`src/hdl/mdm_pkg.sv`:
```
// shared constants, types and wheel direction codes for the mecanum drive mixer
package mdm_pkg;

  localparam int BASE_W  = 9;
  localparam int AXIS_W  = 11;
  localparam int CFG_W   = 8;
  localparam int IDX_W   = 2;
  localparam int MAG_W   = 10;
  localparam int PROD_W  = MAG_W + CFG_W;
  localparam int RECIP_W = 19;
  localparam int PM_W    = PROD_W + RECIP_W;
  localparam int QUOT_W  = 10;
  localparam int WHEEL_W = 12;
  localparam int DUTY_W  = 8;
  localparam int IN_W    = 24;
  localparam int OUT_W   = 40;

  localparam int AXIS_DEADBAND = 30;
  localparam int AXIS_SPAN     = 482;
  localparam int SPEED_LIMIT   = 255;

  // divide by AXIS_SPAN as multiply by rounded-up reciprocal, exact for products below 2**18
  localparam int RECIP_SHIFT = 27;
  localparam int RECIP_MUL   = ((2 ** RECIP_SHIFT) + AXIS_SPAN - 1) / AXIS_SPAN;

  localparam logic [CFG_W-1:0] STEER_GAIN_RST      = 8'd75;
  localparam logic [CFG_W-1:0] SHIFT_SPEED_RST     = 8'd100;
  localparam logic [CFG_W-1:0] STEER_MIN_SPEED_RST = 8'd25;

  typedef enum logic [IDX_W-1:0] {
    REG_STEER_GAIN      = 2'd0,
    REG_SHIFT_SPEED     = 2'd1,
    REG_STEER_MIN_SPEED = 2'd2
  } reg_idx_e;

  typedef enum logic [1:0] {
    DIR_STOP = 2'd0,
    DIR_FWD  = 2'd1,
    DIR_REV  = 2'd2
  } dir_e;

  typedef struct packed {
    dir_e              dir;
    logic [DUTY_W-1:0] duty;
  } wheel_cmd_t;

endpackage

```
`src/hdl/mdm_wheel_out.sv`:
```
// saturates one wheel speed to the motor limit and splits it into direction and duty
module mdm_wheel_out (
  input  logic signed [mdm_pkg::WHEEL_W-1:0] speed_i,
  output mdm_pkg::wheel_cmd_t                cmd_o
);
  import mdm_pkg::*;

  localparam logic signed [WHEEL_W-1:0] LimPos = WHEEL_W'(SPEED_LIMIT);
  localparam logic signed [WHEEL_W-1:0] LimNeg = -WHEEL_W'(SPEED_LIMIT);

  logic signed [WHEEL_W-1:0] sat;
  logic signed [WHEEL_W-1:0] neg;

  always_comb begin
    if (speed_i > LimPos) begin
      sat = LimPos;
    end else if (speed_i < LimNeg) begin
      sat = LimNeg;
    end else begin
      sat = speed_i;
    end
    neg = -sat;
    if (sat > 0) begin
      cmd_o.dir  = DIR_FWD;
      cmd_o.duty = sat[DUTY_W-1:0];
    end else if (sat < 0) begin
      cmd_o.dir  = DIR_REV;
      cmd_o.duty = neg[DUTY_W-1:0];
    end else begin
      cmd_o.dir  = DIR_STOP;
      cmd_o.duty = '0;
    end
  end

endmodule

```
`src/hdl/mecanum_drive_mixer.sv`:
```
// mecanum drive mixer: one drive command beat in, four wheel commands in one beat out
// throughput: one beat per cycle while the output is not stalled; five register stages
//   (deadband, gain multiply, reciprocal multiply for the span divide, wheel mixing,
//   saturation), each advancing whenever it is empty or the next one can take its beat
// a stalled output holds the pipeline back stage by stage without dropping beats
// reset clears all stage valid bits and loads the default gain, shift speed and threshold
module mecanum_drive_mixer (
  input  logic                          clk_i,
  input  logic                          rst_ni,
  input  logic                          cfg_valid_i,
  output logic                          cfg_ready_o,
  input  logic [mdm_pkg::IDX_W-1:0]     cfg_index_i,
  input  logic [mdm_pkg::CFG_W-1:0]     cfg_data_i,
  input  logic                          s_axis_tvalid,
  output logic                          s_axis_tready,
  // base_speed[8:0], steer_axis[19:9], left_bumper[20], right_bumper[21], zero[23:22]
  input  logic [mdm_pkg::IN_W-1:0]      s_axis_tdata,
  output logic                          m_axis_tvalid,
  input  logic                          m_axis_tready,
  // front_left_dir[1:0], front_left_duty[9:2], front_right_dir[11:10],
  // front_right_duty[19:12], rear_left_dir[21:20], rear_left_duty[29:22],
  // rear_right_dir[31:30], rear_right_duty[39:32]
  output logic [mdm_pkg::OUT_W-1:0]     m_axis_tdata
);
  import mdm_pkg::*;

  localparam logic [RECIP_W-1:0] Recip = RECIP_W'(RECIP_MUL);

  // configuration registers
  logic [CFG_W-1:0] gain_q, shift_q, min_q;

  assign cfg_ready_o = 1'b1;

  always_ff @(posedge clk_i or negedge rst_ni) begin
    if (!rst_ni) begin
      gain_q  <= STEER_GAIN_RST;
      shift_q <= SHIFT_SPEED_RST;
      min_q   <= STEER_MIN_SPEED_RST;
    end else if (cfg_valid_i && cfg_ready_o) begin
      unique case (cfg_index_i)
        REG_STEER_GAIN:      gain_q  <= cfg_data_i;
        REG_SHIFT_SPEED:     shift_q <= cfg_data_i;
        REG_STEER_MIN_SPEED: min_q   <= cfg_data_i;
        default: ;
      endcase
    end
  end

  // stage handshake chain
  logic v1_q, v2_q, v3_q, v4_q, v5_q;
  logic en1, en2, en3, en4, en5;

  assign en5 = !v5_q || m_axis_tready;
  assign en4 = !v4_q || en5;
  assign en3 = !v3_q || en4;
  assign en2 = !v2_q || en3;
  assign en1 = !v1_q || en2;
  assign s_axis_tready = en1;
  assign m_axis_tvalid = v5_q;

  always_ff @(posedge clk_i or negedge rst_ni) begin
    if (!rst_ni) begin
      v1_q <= 1'b0;
      v2_q <= 1'b0;
      v3_q <= 1'b0;
      v4_q <= 1'b0;
      v5_q <= 1'b0;
    end else begin
      if (en1) v1_q <= s_axis_tvalid;
      if (en2) v2_q <= v1_q;
      if (en3) v3_q <= v2_q;
      if (en4) v4_q <= v3_q;
      if (en5) v5_q <= v4_q;
    end
  end

  // stage 1: magnitudes, deadband and steering enable
  logic signed [BASE_W-1:0] base_in;
  logic signed [AXIS_W-1:0] axis_in;
  logic [BASE_W-1:0]        abs_base;
  logic [AXIS_W-1:0]        abs_axis;
  logic [AXIS_W-1:0]        axis_off;
  logic                     steer_en, base_pos_d;
  logic [MAG_W-1:0]         mag_d;

  always_comb begin
    base_in    = $signed(s_axis_tdata[BASE_W-1:0]);
    axis_in    = $signed(s_axis_tdata[BASE_W+AXIS_W-1:BASE_W]);
    abs_base   = base_in[BASE_W-1] ? BASE_W'(-base_in) : BASE_W'(base_in);
    abs_axis   = axis_in[AXIS_W-1] ? AXIS_W'(-axis_in) : AXIS_W'(axis_in);
    steer_en   = (axis_in != '0) && (abs_base > BASE_W'(min_q)) &&
                 (abs_axis >= AXIS_W'(AXIS_DEADBAND));
    axis_off   = abs_axis - AXIS_W'(AXIS_DEADBAND);
    mag_d      = steer_en ? axis_off[MAG_W-1:0] : '0;
    base_pos_d = !base_in[BASE_W-1] && (base_in != '0);
  end

  logic [MAG_W-1:0]         mag1_q;
  logic signed [BASE_W-1:0] base1_q;
  logic                     pos1_q, sneg1_q, lb1_q, rb1_q;

  always_ff @(posedge clk_i) begin
    if (en1) begin
      mag1_q  <= mag_d;
      base1_q <= base_in;
      pos1_q  <= base_pos_d;
      sneg1_q <= axis_in[AXIS_W-1] ^ !base_pos_d;
      lb1_q   <= s_axis_tdata[BASE_W+AXIS_W];
      rb1_q   <= s_axis_tdata[BASE_W+AXIS_W+1];
    end
  end

  // stage 2: gain multiply
  logic [PROD_W-1:0]        p2_q;
  logic signed [BASE_W-1:0] base2_q;
  logic                     pos2_q, sneg2_q, lb2_q, rb2_q;

  always_ff @(posedge clk_i) begin
    if (en2) begin
      p2_q    <= PROD_W'(mag1_q) * PROD_W'(gain_q);
      base2_q <= base1_q;
      pos2_q  <= pos1_q;
      sneg2_q <= sneg1_q;
      lb2_q   <= lb1_q;
      rb2_q   <= rb1_q;
    end
  end

  // stage 3: reciprocal multiply for the span divide
  logic [PM_W-1:0]          pm3_q;
  logic [PROD_W-1:0]        p3_q;
  logic signed [BASE_W-1:0] base3_q;
  logic                     pos3_q, sneg3_q, lb3_q, rb3_q;

  always_ff @(posedge clk_i) begin
    if (en3) begin
      pm3_q   <= PM_W'(p2_q) * PM_W'(Recip);
      p3_q    <= p2_q;
      base3_q <= base2_q;
      pos3_q  <= pos2_q;
      sneg3_q <= sneg2_q;
      lb3_q   <= lb2_q;
      rb3_q   <= rb2_q;
    end
  end

  // stage 4: steering term, bumper shift and wheel mixing
  logic [QUOT_W-1:0]         quot;
  logic signed [WHEEL_W-1:0] steer, shv, tilt, base_w;
  logic signed [WHEEL_W-1:0] fl_d, fr_d, rl_d, rr_d;

  always_comb begin
    quot   = pm3_q[RECIP_SHIFT+QUOT_W-1:RECIP_SHIFT];
    steer  = sneg3_q ? -$signed(WHEEL_W'(quot)) : $signed(WHEEL_W'(quot));
    shv    = pos3_q ? $signed(WHEEL_W'(shift_q)) : -$signed(WHEEL_W'(shift_q));
    // left bumper wins over right
    priority if (lb3_q) begin
      tilt = shv;
    end else if (rb3_q) begin
      tilt = -shv;
    end else begin
      tilt = '0;
    end
    base_w = WHEEL_W'(base3_q);
    fl_d   = base_w + steer + tilt;
    fr_d   = base_w - steer - tilt;
    rl_d   = base_w + steer - tilt;
    rr_d   = base_w - steer + tilt;
  end

  logic signed [WHEEL_W-1:0] fl4_q, fr4_q, rl4_q, rr4_q;
  logic [PROD_W-1:0]         p4_q;
  logic [QUOT_W-1:0]         q4_q;

  always_ff @(posedge clk_i) begin
    if (en4) begin
      fl4_q <= fl_d;
      fr4_q <= fr_d;
      rl4_q <= rl_d;
      rr4_q <= rr_d;
      p4_q  <= p3_q;
      q4_q  <= quot;
    end
  end

  // stage 5: saturation and direction coding
  wheel_cmd_t fl_cmd, fr_cmd, rl_cmd, rr_cmd;
  wheel_cmd_t fl5_q, fr5_q, rl5_q, rr5_q;

  mdm_wheel_out u_fl (.speed_i(fl4_q), .cmd_o(fl_cmd));
  mdm_wheel_out u_fr (.speed_i(fr4_q), .cmd_o(fr_cmd));
  mdm_wheel_out u_rl (.speed_i(rl4_q), .cmd_o(rl_cmd));
  mdm_wheel_out u_rr (.speed_i(rr4_q), .cmd_o(rr_cmd));

  always_ff @(posedge clk_i) begin
    if (en5) begin
      fl5_q <= fl_cmd;
      fr5_q <= fr_cmd;
      rl5_q <= rl_cmd;
      rr5_q <= rr_cmd;
    end
  end

  assign m_axis_tdata = {rr5_q.duty, rr5_q.dir, rl5_q.duty, rl5_q.dir,
                         fr5_q.duty, fr5_q.dir, fl5_q.duty, fl5_q.dir};

`ifndef ASSERT_OFF
  // input side only stalls when the output beat is held back
  assert property (@(posedge clk_i) disable iff (!rst_ni)
    !s_axis_tready |-> (m_axis_tvalid && !m_axis_tready))
    else $error("input stalled while output side is free");

  // first stage only fills from an accepted input beat
  assert property (@(posedge clk_i) disable iff (!rst_ni)
    $rose(v1_q) |-> $past(s_axis_tvalid && s_axis_tready))
    else $error("stage one filled without an input beat");

  // reciprocal multiply gives the exact truncated quotient
  assert property (@(posedge clk_i) disable iff (!rst_ni)
    v4_q |-> ((19'(q4_q) * 19'(AXIS_SPAN)) <= 19'(p4_q)) &&
             (19'(p4_q) < ((19'(q4_q) + 19'd1) * 19'(AXIS_SPAN))))
    else $error("span divide quotient off");

  // duty is zero exactly when the wheel is stopped, checked for the front left and rear right wheels
  assert property (@(posedge clk_i) disable iff (!rst_ni)
    m_axis_tvalid |-> ((fl5_q.dir == DIR_STOP) == (fl5_q.duty == '0)) &&
                      ((rr5_q.dir == DIR_STOP) == (rr5_q.duty == '0)))
    else $error("stop code and duty disagree");
`endif

endmodule

```
`config.mk`:
```
export PLATFORM = sky130hd
export DESIGN_NAME = mecanum_drive_mixer
export DESIGN_NICKNAME = d
export VERILOG_FILES = /design/src/hdl/mdm_pkg.sv /design/src/hdl/mdm_wheel_out.sv /design/src/hdl/mecanum_drive_mixer.sv
export SDC_FILE = /design/constraint.sdc
export NUM_CORES = 1
export LEC_CHECK = 0
export BUFFER_PORTS_ARGS = -buffer_cell sky130_fd_sc_hd__buf_2
export CAP_MARGIN = 10
export CORE_MARGIN = 3
export CORE_UTILIZATION = 49
export CTS_CLUSTER_DIAMETER = 40
export DETAILED_ROUTE_END_ITERATION = 10
export GPL_TIMING_DRIVEN = 0
export PLACE_DENSITY = 0.68
export REMOVE_ABC_BUFFERS = 1
export SYNTH_ARGS = -nofsm -noshare
export SYNTH_HDL_FRONTEND = slang
export SYNTH_SLANG_ARGS = --single-unit
```
`constraint.sdc`:
```
create_clock -name clk_i -period 6.1 [get_ports clk_i]
set_input_delay 0.61 -clock clk_i [delete_from_list [all_inputs] [get_ports clk_i]]
set_output_delay 0.61 -clock clk_i [all_outputs]
set_load 0.01 [all_outputs]
```
---- After elaboration in Yosys (flattened, before gate mapping) ----
Cells that the tools add are included.
cells by class
  $add $sub $neg .......................... 16
  multipliers ............................. 2
  order comparisons ....................... 18
  equal/unequal tests ..................... 2
  multiplexer cells ....................... 22
  bitwise gates (word level) .............. 1
  reduce and logical (&&, ||, !) cells .... 21
operator list
  operator                  count
  $mux W12                  12
  $gt A12 B1 Y1 const B     4
  $gt A12 B9 Y1 const B     4
  $lt A12 B1 Y1 const B     4
  $lt A12 B9 Y1 const B     4
  $mux W10                  4
  $mul A18 B19 Y37 const B  1
  $mux W8                   4
  $neg A8 Y8                4
  $add A12 B12 Y12          2
  $sub A12 B12 Y12          2
  $mul A10 B8 Y18           1
  $add A9 B12 Y12           1
  $neg A10 Y12              1
  $neg A12 Y12              1
  $neg A8 Y12               1
  $sub A9 B12 Y12           1
  $ge A11 B5 Y1 const B     1
  $mux W11                  1
  $neg A11 Y11              1
  $reduce_bool A11 Y1       1
  $sub A10 B5 Y10 const B   1
  $gt A9 B8 Y1              1
  $mux W9                   1
  10 further kinds          24
storage, ports and cells
  flip-flop bits (word level) ............. 221
  output and inout bits ................... 43
  word-level logic and storage cells ...... 120

---- Longest topological paths before layout ----
  word-level depth ........................ 6
  gate-level depth with buffers ........... 22
  gate-level depth less buffers ........... 21

---- Cells and area by module ----
Synthesis repeated with hierarchy kept, for this count alone.
second synthesis, totals
  cell total of the unflattened synthesis .. 2002
  area, all modules ....................... 20211.9 um2
modules (own cells, without submodules)
  module               instances  cells an instance  area each (um2)
  mecanum_drive_mixer  1          1758               18720.5
  mdm_wheel_out        4          61                 372.9

---- Least setup slack after synthesis ----
Ideal clock, no wire load.
  kind .................................... flip-flop to flip-flop
  from .................................... register p2_q[15]
  to ...................................... register pm3_q[34], data pin
  library setup time ...................... 0.264 ns
  arrival time ............................ 5.658 ns
  data required time ...................... 5.836 ns
  slack ................................... 0.178 ns
  cell stages (with the launch flop) ...... 20
  path buffers ............................ 0
  clock period less this slack ............ 5.922 ns
  cells stage by stage .................... edfxtp_1 inv_1 fa_1 inv_1 fa_1 fa_1 fa_1 fa_1 inv_1 fa_1 inv_1 ha_1 a211oi_1 o21ai_0 o211ai_1 and4_1 o21a_1 o21ai_0 a221oi_1 xnor2_1
on the way
  cells in the longest elaborated chain, start to end .. 1
RTL lines
  item                    RTL line                    source
  from (decl)             mecanum_drive_mixer.sv:114  logic [PROD_W-1:0] p2_q;
  from (signal assigned)  mecanum_drive_mixer.sv:120  p2_q <= PROD_W'(mag1_q) * PROD_W'(gain_q);
  $mul A18 B19 Y37        mecanum_drive_mixer.sv:137  pm3_q <= PM_W'(p2_q) * PM_W'(Recip);
  to (signal assigned)    mecanum_drive_mixer.sv:137
  to (decl)               mecanum_drive_mixer.sv:130  logic [PM_W-1:0] pm3_q;
Every way passes these cells.
A chain may end at the register's enable or synchronous reset.

---- Worst setup path after layout ----
  from .................................... register p2_q[12]
  to ...................................... register pm3_q[29], data pin
Same word-level chain as after synthesis.

==> results.ini <==
[synth]
synth-async-reset-ratio_pct = 15.18
synth-seq-cells = 191
avgSynthCellArea_um2 = 10.09
syn_inst = 1953
synth.cell_area_um2 = 19710
synth_edf_count = 162
synth_seq_area_share_pct = 28.42
yosysWarnings = 0
synth_ff_type = edfxtp_1
synth_cell_types = 82

[critical_path]
crit_arrival_ns = 6.07
startpoint_type = flop
startpoint = p2_q[12]
cp_slowest_cell = fa_2
crit_fanout = 6
timing.rr.end = pm3_q[29]
crit_required_ns = 6.27
reg2reg_slack_ns = 0.20
crit-reg2reg-launch = p2_q[12]
crit_type = flop to flop
critPathMostFrequentCell = fa_1
critPathCaptureType = flop
max_stage_delay_ns = 0.66
cp_cell_sequence = inv_1, fa_2, clkinvlp_4, fa_1, inv_1, fa_1, inv_1, fa_1, fa_1, ha_1, ha_1, o21a_1, o211ai_1, buf_4, inv_2, or2_4, a21o_1, a211oi_2, a21oi_2
cp-endpoint = pm3_q[29]
reg2regPathDepth = 19

[global_route]
grt_max_degree = 41
overflow = 0
gr-usage-all-layers_pct = 19.65
grt_pass1_vias = 14120
antenna_found_initial = 0
grt_pass1_wl_um = 67740

[clock_network]
cts.sinks = 191
postCtsHoldBufs = 0
cts_tree = built
clock_tree.buffer_depth = 2
htree_levels = 4
clk_latency_ns = 0.44
clk_pin_slew_ns = 0.08
cts_root_buffer = clkbuf_16
cts_inserted_buffers = 17

[final_layout]
design_area_um2 = 21730
drive_above_1_share_pct = 12.85
layout.nets = 2523
area_growth_pct = 10.26

[sta]
fin_crit_sh_pct = 96.69
finalHoldViolations = 0
tightest_slew_ns = 1.082
hold_ws_ns = 0.1841
timing.fmax_ghz = 0.1695
finalCriticalPeriod_ns = 5.898
finalMaxSlewViolations = 0
finalSetupViolations = 0
skew_ns = 0.01676
maxSlewHeadroom_pct = 27.66

[die]
die_y_um = 206.6
num_rows = 72
die_area_um2 = 42670
die_width_um = 206.6
start_util_pct = 50.30
ios = 82
core_um2 = 39190

[place]
dp.final_hpwl_um = 32970
io_buffers = 78
place_area_um2 = 20640
place.gp.congestion = 0.9136

[drt]
drt_iter0_drc = 658
drc_errors = 0
routed_wl_um = 40130
vias_per_cell = 5.350
wl_per_cell_um = 15.54
detail-route-antenna-nets = 0
vias = 13810
first_pass_iters = 5

[flow_run]
drv_cap = 0

[status]
status = finished, final reports clean

[min_path]
holdCritPathClass = input port to asynchronous set/reset pin

cell usage in the layout, fill, tap and decap left out, types with 13 or more instances in the layout:
master / count
buf_2: 79
ha_1: 256
a21oi_1: 89
inv_1: 327
and2_1: 46
a21o_1: 33
fa_1: 167
xor2_1: 48
or2_2: 14
dfrtp_1: 19
o21bai_1: 17
mux2_2: 27
nand3b_1: 13
nor2b_1: 13
nor2_1: 114
nand2b_1: 22
nor3_1: 55
o31ai_1: 15
o21ai_0: 72
nand2_1: 101
xnor2_1: 71
buf_4: 38
edfxtp_1: 162
clkbuf_16: 17
stage by stage:
stage	TNS [ns]	worst slack [ns]	cells	utilization, %
after floorplan	0	0.1779	1910	-
after global placement	-5.922	-0.7705	2506	52.51
after detailed placement	-7.510	-0.9515	2509	52.68
after CTS	0	0.01617	2563	54.69
after global routing	-0.04158	-0.02880	2581	55.46
final	0	0.2017	2582	55.46
registers in the layout, indices dropped and copies added, names as in the netlist, 10 cells and up:
register	cells
pm3_q	10
fl4_q	12
mag1_q	10
rr4_q	11
m_axis_tdata	40
fr4_q	11
rl4_q	11
p2_q	18
worst min-delay path by stage:
stage / start / to / slack, ns / cells past startpoint
detailed placement: base1_q[1] / base2_q[1] / 0.40 / 0
CTS: rst_ni / min_q[1] / 0.18 / 1
global placement: rb1_q / rb2_q / 0.40 / 0
global route: rst_ni / min_q[1] / 0.21 / 1
finish: rst_ni / min_q[1] / 0.18 / 1
floorplan: rst_ni / gain_q[2] / 0.31 / 0
metal layers:
layer	global-route usage [%]	wire length (um)	vias up
met3	2.854	1523	62
met2	35.31	20310	293
li1	-	-	6787
met5	0	0	-
met1	24.77	17370	6672
met4	5.455	922	0
critical path: cells and delay by family (launching register included):
family / cells / cell delay, ns
adders and majority gates: 7 / 3.36
AOI/OAI and AO/OA: 5 / 0.96
buffers and inverters: 6 / 0.68
DFF: 1 / 0.39
and+or+nand+nor: 1 / 0.25
synthesized netlist by cell type, drive strengths merged, types with 10 or more instances:
cell,number,area (um^2)
a21o,33,247.7
inv,339,1272
clkbuf,38,142.6
edfxtp,162,4865
mux2,27,304.0
nor3,59,321.6
nand3b,13,97.59
a31oi,13,81.33
nand2,102,382.9
a21oi,93,469.2
ha,261,3266
nand2b,22,137.6
xor2,50,445.4
dfstp,10,262.8
o31ai,18,153.9
nor2,116,442.9
nand4,10,62.56
xnor2,73,646.9
nand3,10,50.05
a21boi,10,78.82
dfrtp,19,475.5
nor4,10,68.81
a22oi,12,103.9
and2,46,287.8
o21bai,17,127.6
fa,173,3463
o21ai,79,399.1
o21a,11,82.58
or2,16,100.1
nor2b,13,81.33
timing repair:
item / 4_1_cts / 5_1_grt
gates cloned: 0 / 0
pin swaps: 8 / 45
buffers inserted: 22 / 17
gates resized for setup: 14 / 37
setup endpoints to repair: 10 / 8
cell families after synthesis:
| group | share of synthesized area (%) |
|---|---|
| AND/OR/NAND/NOR | 11.91 |
| XOR/XNOR | 5.541 |
| other | 0.01902 |
| AO/OA/AOI/OAI | 10.99 |
| flip-flops | 28.42 |
| buffers and inverters | 7.337 |
| multiplexers | 1.644 |
| adder cells (fa/ha/maj) | 34.14 |
final cells by class:
cell class,instances,area [um^2]
clock inverters,14,138.9
diodes,1,2.502
well taps,518,648.1
clock buffers,18,439.2
multi-input cells,1380,12860
flip-flops and latches,191,5603
repair buffers,121,754.5
inverters,339,1284
fillers,3396,17450
Power is left out: the tool's default activity adds up to more than one toggle a clock period on the data nets, which glitch-free logic cannot reach.
